$ cat src/design/idu_pkg.sv
// Shared types and constants for the integer divide unit.
// No dependencies; used by idu_div_stage and int_divide_unit_signed_unsigned.
package idu_pkg;

	localparam int DATA_W     = 32;
	localparam int STEP_BITS  = 4;
	localparam int DIV_STAGES = DATA_W / STEP_BITS;

	typedef enum logic {
		OP_DIV  = 1'b0,
		OP_DIVU = 1'b1
	} idu_op_t;

	// Payload carried down the divide pipeline
	typedef struct packed {
		logic              lane;
		logic              neg_q;
		logic              neg_r;
		logic [DATA_W-1:0] rem;
		logic [DATA_W-1:0] acc;
		logic [DATA_W-1:0] dvsr;
	} idu_stage_t;

endpackage

$ cat src/design/idu_div_stage.sv
// One register stage of the restoring divider: STEP_BITS quotient bits per stage.
// Depends on idu_pkg.
module idu_div_stage (
	input  logic                clk,
	input  logic                arst_n,
	input  logic                adv,
	input  logic                vld_in,
	input  idu_pkg::idu_stage_t d_in,
	output logic                vld_sn,
	output idu_pkg::idu_stage_t data_sn
);

	logic [idu_pkg::DATA_W:0] part;
	logic [idu_pkg::DATA_W:0] diff;
	idu_pkg::idu_stage_t      nxt;

	// For each of STEP_BITS steps: shift in one dividend bit, trial subtract, keep difference when no borrow
	always_comb begin
		nxt  = d_in;
		part = '0;
		diff = '0;
		for (int i = 0; i < idu_pkg::STEP_BITS; i++) begin
			part = {nxt.rem, nxt.acc[idu_pkg::DATA_W-1]};
			diff = part - {1'b0, nxt.dvsr};
			if (!diff[idu_pkg::DATA_W]) begin
				nxt.rem = diff[idu_pkg::DATA_W-1:0];
				nxt.acc = {nxt.acc[idu_pkg::DATA_W-2:0], 1'b1};
			end else begin
				nxt.rem = part[idu_pkg::DATA_W-1:0];
				nxt.acc = {nxt.acc[idu_pkg::DATA_W-2:0], 1'b0};
			end
		end
	end

	always_ff @(posedge clk or negedge arst_n) begin
		if (!arst_n) begin
			vld_sn <= 1'b0;
		end else if (adv) begin
			vld_sn <= vld_in;
		end
	end

	always_ff @(posedge clk) begin
		if (adv) begin
			data_sn <= nxt;
		end
	end

endmodule

$ cat src/design/int_divide_unit_signed_unsigned.sv
// Pipelined 32-bit integer divider for signed (DIV) and unsigned (DIVU) opcodes.
// Depends on idu_pkg and idu_div_stage.
//
// Usage: present op, pipe, dividend and divisor with req_valid; the transaction
// is taken at a clock edge where req_valid is high and req_stall is low. Each
// transaction yields exactly one result transaction (lane, quotient for LO,
// remainder for HI) in issue order, on rsp_valid / rsp_stall. The block takes
// one transaction per cycle while req_stall is low, and every transaction
// passes through DIV_STAGES + 2 = 10 register stages: one input stage that
// takes magnitudes, eight restoring-divide stages that each resolve four
// quotient bits (the four chained 33-bit trial subtractions set the stage
// depth), and one output stage that restores signs. The whole pipeline
// advances together;
// it holds only while a result sits in the output register and rsp_stall is
// high, and then req_stall is raised. Quotients truncate toward zero and the
// remainder takes the sign of the dividend. A zero divisor gives an all-ones
// quotient in unsigned mode, and in signed mode 1 for a negative dividend and
// -1 otherwise, with the dividend as remainder; the most negative dividend over
// -1 gives the most negative quotient and remainder zero. All of these fall out
// of the magnitude datapath without special-case logic.
module int_divide_unit_signed_unsigned (
	input  logic               clk,
	input  logic               arst_n,
	input  logic               req_valid,
	output logic               req_stall,
	input  logic               op,
	input  logic               pipe,
	input  logic        [31:0] dividend,
	input  logic        [31:0] divisor,
	output logic               rsp_valid,
	input  logic               rsp_stall,
	output logic               lane,
	output logic signed [31:0] quotient,
	output logic signed [31:0] remainder
);

	localparam int DW = idu_pkg::DATA_W;

	logic                adv;
	logic                neg_a;
	logic                neg_b;
	logic                vld_s1;
	idu_pkg::idu_stage_t data_s1;
	logic                div_vld  [idu_pkg::DIV_STAGES+1];
	idu_pkg::idu_stage_t div_data [idu_pkg::DIV_STAGES+1];
	logic                vld_s10;
	logic                lane_s10;
	logic [DW-1:0]       quo_s10;
	logic [DW-1:0]       rem_s10;

	// Advance everything unless the output register is full and held
	assign adv       = !(vld_s10 && rsp_stall);
	assign req_stall = !adv;

	// Input stage: take magnitudes and record result signs
	assign neg_a = (op == idu_pkg::OP_DIV) && dividend[DW-1];
	assign neg_b = (op == idu_pkg::OP_DIV) && divisor[DW-1];

	always_ff @(posedge clk or negedge arst_n) begin
		if (!arst_n) begin
			vld_s1 <= 1'b0;
		end else if (adv) begin
			vld_s1 <= req_valid;
		end
	end

	always_ff @(posedge clk) begin
		if (adv) begin
			data_s1.lane  <= pipe;
			data_s1.neg_q <= neg_a ^ neg_b;
			data_s1.neg_r <= neg_a;
			data_s1.rem   <= '0;
			data_s1.acc   <= neg_a ? (DW'(0) - dividend) : dividend;
			data_s1.dvsr  <= neg_b ? (DW'(0) - divisor) : divisor;
		end
	end

	assign div_vld[0]  = vld_s1;
	assign div_data[0] = data_s1;

	// Divide stages: four quotient bits each
	for (genvar g = 0; g < idu_pkg::DIV_STAGES; g++) begin : g_div
		idu_div_stage u_stage (
			.clk     (clk),
			.arst_n  (arst_n),
			.adv     (adv),
			.vld_in  (div_vld[g]),
			.d_in    (div_data[g]),
			.vld_sn  (div_vld[g+1]),
			.data_sn (div_data[g+1])
		);
	end

	// Output stage: apply signs, hold while stalled
	always_ff @(posedge clk or negedge arst_n) begin
		if (!arst_n) begin
			vld_s10 <= 1'b0;
		end else if (adv) begin
			vld_s10 <= div_vld[idu_pkg::DIV_STAGES];
		end
	end

	always_ff @(posedge clk) begin
		if (adv) begin
			lane_s10 <= div_data[idu_pkg::DIV_STAGES].lane;
			quo_s10  <= div_data[idu_pkg::DIV_STAGES].neg_q
				? (DW'(0) - div_data[idu_pkg::DIV_STAGES].acc)
				: div_data[idu_pkg::DIV_STAGES].acc;
			rem_s10  <= div_data[idu_pkg::DIV_STAGES].neg_r
				? (DW'(0) - div_data[idu_pkg::DIV_STAGES].rem)
				: div_data[idu_pkg::DIV_STAGES].rem;
		end
	end

	assign rsp_valid = vld_s10;
	assign lane      = lane_s10;
	assign quotient  = $signed(quo_s10);
	assign remainder = $signed(rem_s10);

`ifndef SYNTH
	// Finished partial remainder is always below a nonzero divisor
	a_rem_below_dvsr: assert property (@(posedge clk) disable iff (!arst_n)
		(div_vld[idu_pkg::DIV_STAGES] && (div_data[idu_pkg::DIV_STAGES].dvsr != '0))
		|-> (div_data[idu_pkg::DIV_STAGES].rem < div_data[idu_pkg::DIV_STAGES].dvsr))
		else $error("divider remainder not below divisor");

	// The valid bit moves from the last divide stage into the output register on each advance
	a_vld_moves: assert property (@(posedge clk) disable iff (!arst_n)
		adv |=> (vld_s10 == $past(div_vld[idu_pkg::DIV_STAGES])))
		else $error("valid bit lost between last divide stage and output");

	// A stalled result stays put until it is taken
	a_stalled_rsp_holds: assert property (@(posedge clk) disable iff (!arst_n)
		(rsp_valid && rsp_stall) |=> (rsp_valid && $stable(lane)
			&& $stable(quotient) && $stable(remainder)))
		else $error("stalled result changed before it was taken");
`endif

endmodule
$ cat config.mk
export PLATFORM = sky130hd
export DESIGN_NAME = int_divide_unit_signed_unsigned
export DESIGN_NICKNAME = d
export VERILOG_FILES = /design/src/design/idu_pkg.sv /design/src/design/idu_div_stage.sv /design/src/design/int_divide_unit_signed_unsigned.sv
export SDC_FILE = /design/constraint.sdc
export NUM_CORES = 2
export LEC_CHECK = 0
export ABC_CLOCK_PERIOD_IN_PS = 22200
export BUFFER_PORTS_ARGS = -buffer_cell sky130_fd_sc_hd__buf_2
export CELL_PAD_IN_SITES_DETAIL_PLACEMENT = 0
export CELL_PAD_IN_SITES_GLOBAL_PLACEMENT = 2
export CORE_MARGIN = 5
export CORE_UTILIZATION = 30
export DETAILED_ROUTE_END_ITERATION = 12
export PLACE_DENSITY_LB_ADDON = 0.1
export REMOVE_ABC_BUFFERS = 1
export SLEW_MARGIN = 5
export SYNTH_ARGS = -nofsm -noshare
export SYNTH_HDL_FRONTEND = slang
export SYNTH_HIERARCHICAL = 1
export SYNTH_SLANG_ARGS = --single-unit
$ cat constraint.sdc
create_clock -name clk -period 22.2 [get_ports clk]
set_input_delay 2.22 -clock clk [delete_from_list [all_inputs] [get_ports clk]]
set_output_delay 2.22 -clock clk [all_outputs]
set_load 0.005 [all_outputs]
==> results.sh <==
export IMPL_critical_path_class="reg2reg"
export IMPL_status="complete, no violations"
export IMPL_crit_path_start_kind="register"
export IMPL_maxCapViolCount=0
export IMPL_clock_skew_ns=0.0998
export IMPL_vias=78000
export IMPL_cts_tree="built"
export IMPL_report_final_slew_viol_count=0
export IMPL_wl_um=327000
export IMPL_relSlewSlack=0.140
export IMPL_cpMostUsedCell="a21oi_1"
export IMPL_avgSynthCellArea_sq_um=9.12
export IMPL_final_common_cell="a21oi_1"
export IMPL_clock_latency_ns=0.91
export IMPL_num_rows=204
export IMPL_fillCellCount=31900
export IMPL_dpl_cell_count=14400
export IMPL_arrival_ns=17.86
export IMPL_gp_congestion=0.880
export IMPL_layout_common_cells="a21oi_1, ha_1, edfxtp_1, nor2_1, xnor2_1"
export IMPL_finalCritPeriodShare=0.777
export IMPL_setup_tns_ns=0
export IMPL_antenna_left=0
export IMPL_grtUsageTotal=0.195
export IMPL_drive_gt1_frac=0.0932
export IMPL_met3_usage=0.0162
export IMPL_io_buffers=136
export IMPL_final_cells=14600
export IMPL_max_stage_delay_ns=0.72
export IMPL_cp_max_fo=54
export IMPL_hpwl_um=273000
export IMPL_grt_start_max_net_pins=71
export IMPL_yosysWarnings=6
export IMPL_drtPass1Iterations=7
export IMPL_worstSetupEndpointType="register"
export IMPL_cts_root_buf="clkbuf_16"
export IMPL_max_freq_mhz=57.9
export IMPL_antenna_found_initial=8
export IMPL_drc=0
export IMPL_htreeDepth=3
export IMPL_core_sq_um=309000
export IMPL_final_hold_violation_count=0
export IMPL_utilization=0.333
export IMPL_cts_sinks=902
export IMPL_worstPathRequired_ns=22.80
export IMPL_area_growth_pct=10.5
export IMPL_grt_busiest_layer="met2"
export IMPL_clockBufferDepth=4
export IMPL_hold_path_class="reg2reg"
export IMPL_dieWidth_um=568
export IMPL_worstMarginPinSlew_ns=1.26
export IMPL_hold_buffers=0
export IMPL_grt_pass1_wl_um=490000
export IMPL_cts_resized=0
export IMPL_grt_use_met2=0.368
export IMPL_grt_pass1_vias=78500
export IMPL_met1_usage=0.228
export IMPL_start_util=0.302
export IMPL_grt_setup_unrepaired="false"
export IMPL_nets=11500
export IMPL_path_clk_slew_ns=0.06
export IMPL_post_cts_buffers=0
export IMPL_post_drt_wl_per_cell_um=22.4
export IMPL_ios=137
export IMPL_cts_buffers=120
export IMPL_fin_crit_ns=17.26
export IMPL_vias_per_cell=5.33
export IMPL_setup_viol=0
export IMPL_synth_cells=10200
export IMPL_slowest_stage="xnor2_4"
export IMPL_first_iter_violations=4229
export IMPL_grt_overflow_total=0
export IMPL_dieArea_sq_um=322000
export IMPL_syn_area_sq_um=93300
export IMPL_die_h_um=568
-- registers in the layout, indices dropped and copies added (netlist names) --
register and cells:
g_div.u_stage/data_sn 760, data_s1 67, quotient 32, remainder 32, g_div.u_stage/vld_sn 8, lane 1, rsp_valid 1, vld_s1 1
-- cell type report --
class,instances,area [sq um],share of cell area
tap,4120,5150,0.0500
sequential,902,27000,0.262
multi-input combinational,8507,63300,0.614
inverter,650,2440,0.0237
antenna,6,15.0,0.000146
clock buffer,136,3060,0.0297
timing repair buffer,226,1360,0.0132
clock inverter,82,783,0.00759
-- per-stage QoR --
stage	area, sq um	hold slack, ns	setup WS (ns)
finish	103000	0.391	4.94
global placement	99300	0.401	4.53
floorplan	92500	0.400	-2.03
CTS	103000	0.384	4.66
global route	103000	0.408	3.83
detailed placement	99300	0.405	4.69
-- metal layers --
metal | wire length (um) | up-vias
li1 | - | 38700
met1 | 137000 | 37600
met2 | 168000 | 1216
met3 | 8140 | 438
met4 | 14000 | 2
met5 | 13 | -
-- worst paths after layout --
path / start / end / slack [ns] / cells after the start
worst max register to register: g_div[2].u_stage/data_sn[1] / g_div[3].u_stage/data_sn[67] / 4.94 / 50
worst max-delay path: g_div[2].u_stage/data_sn[1] / g_div[3].u_stage/data_sn[67] / 4.94 / 50
worst min-delay path: g_div[5].u_stage/data_sn[45] / g_div[6].u_stage/data_sn[49] / 0.39 / 0
worst min register to register: g_div[5].u_stage/data_sn[45] / g_div[6].u_stage/data_sn[49] / 0.39 / 0
max in group asynchronous: arst_n / g_div[5].u_stage/vld_sn / 20.81 / 1
min in group asynchronous: arst_n / g_div[2].u_stage/vld_sn / 1.20 / 1
-- worst max-delay path, delay by kind of cell (launching register included) --
| family | cells | cell delay [ns] |
|---|---|---|
| AOI/OAI and AO/OA | 26 | 7.98 |
| buffers and inverters | 6 | 2.37 |
| muxes | 5 | 1.76 |
| and+or+nand+nor | 6 | 1.49 |
| adders and majority gates | 4 | 1.42 |
| xor gates and xnor gates | 3 | 1.10 |
| DFF | 1 | 0.65 |
Power is not shown: default switching activity piles up to over one toggle a cycle in this logic, so the estimate is an artifact.
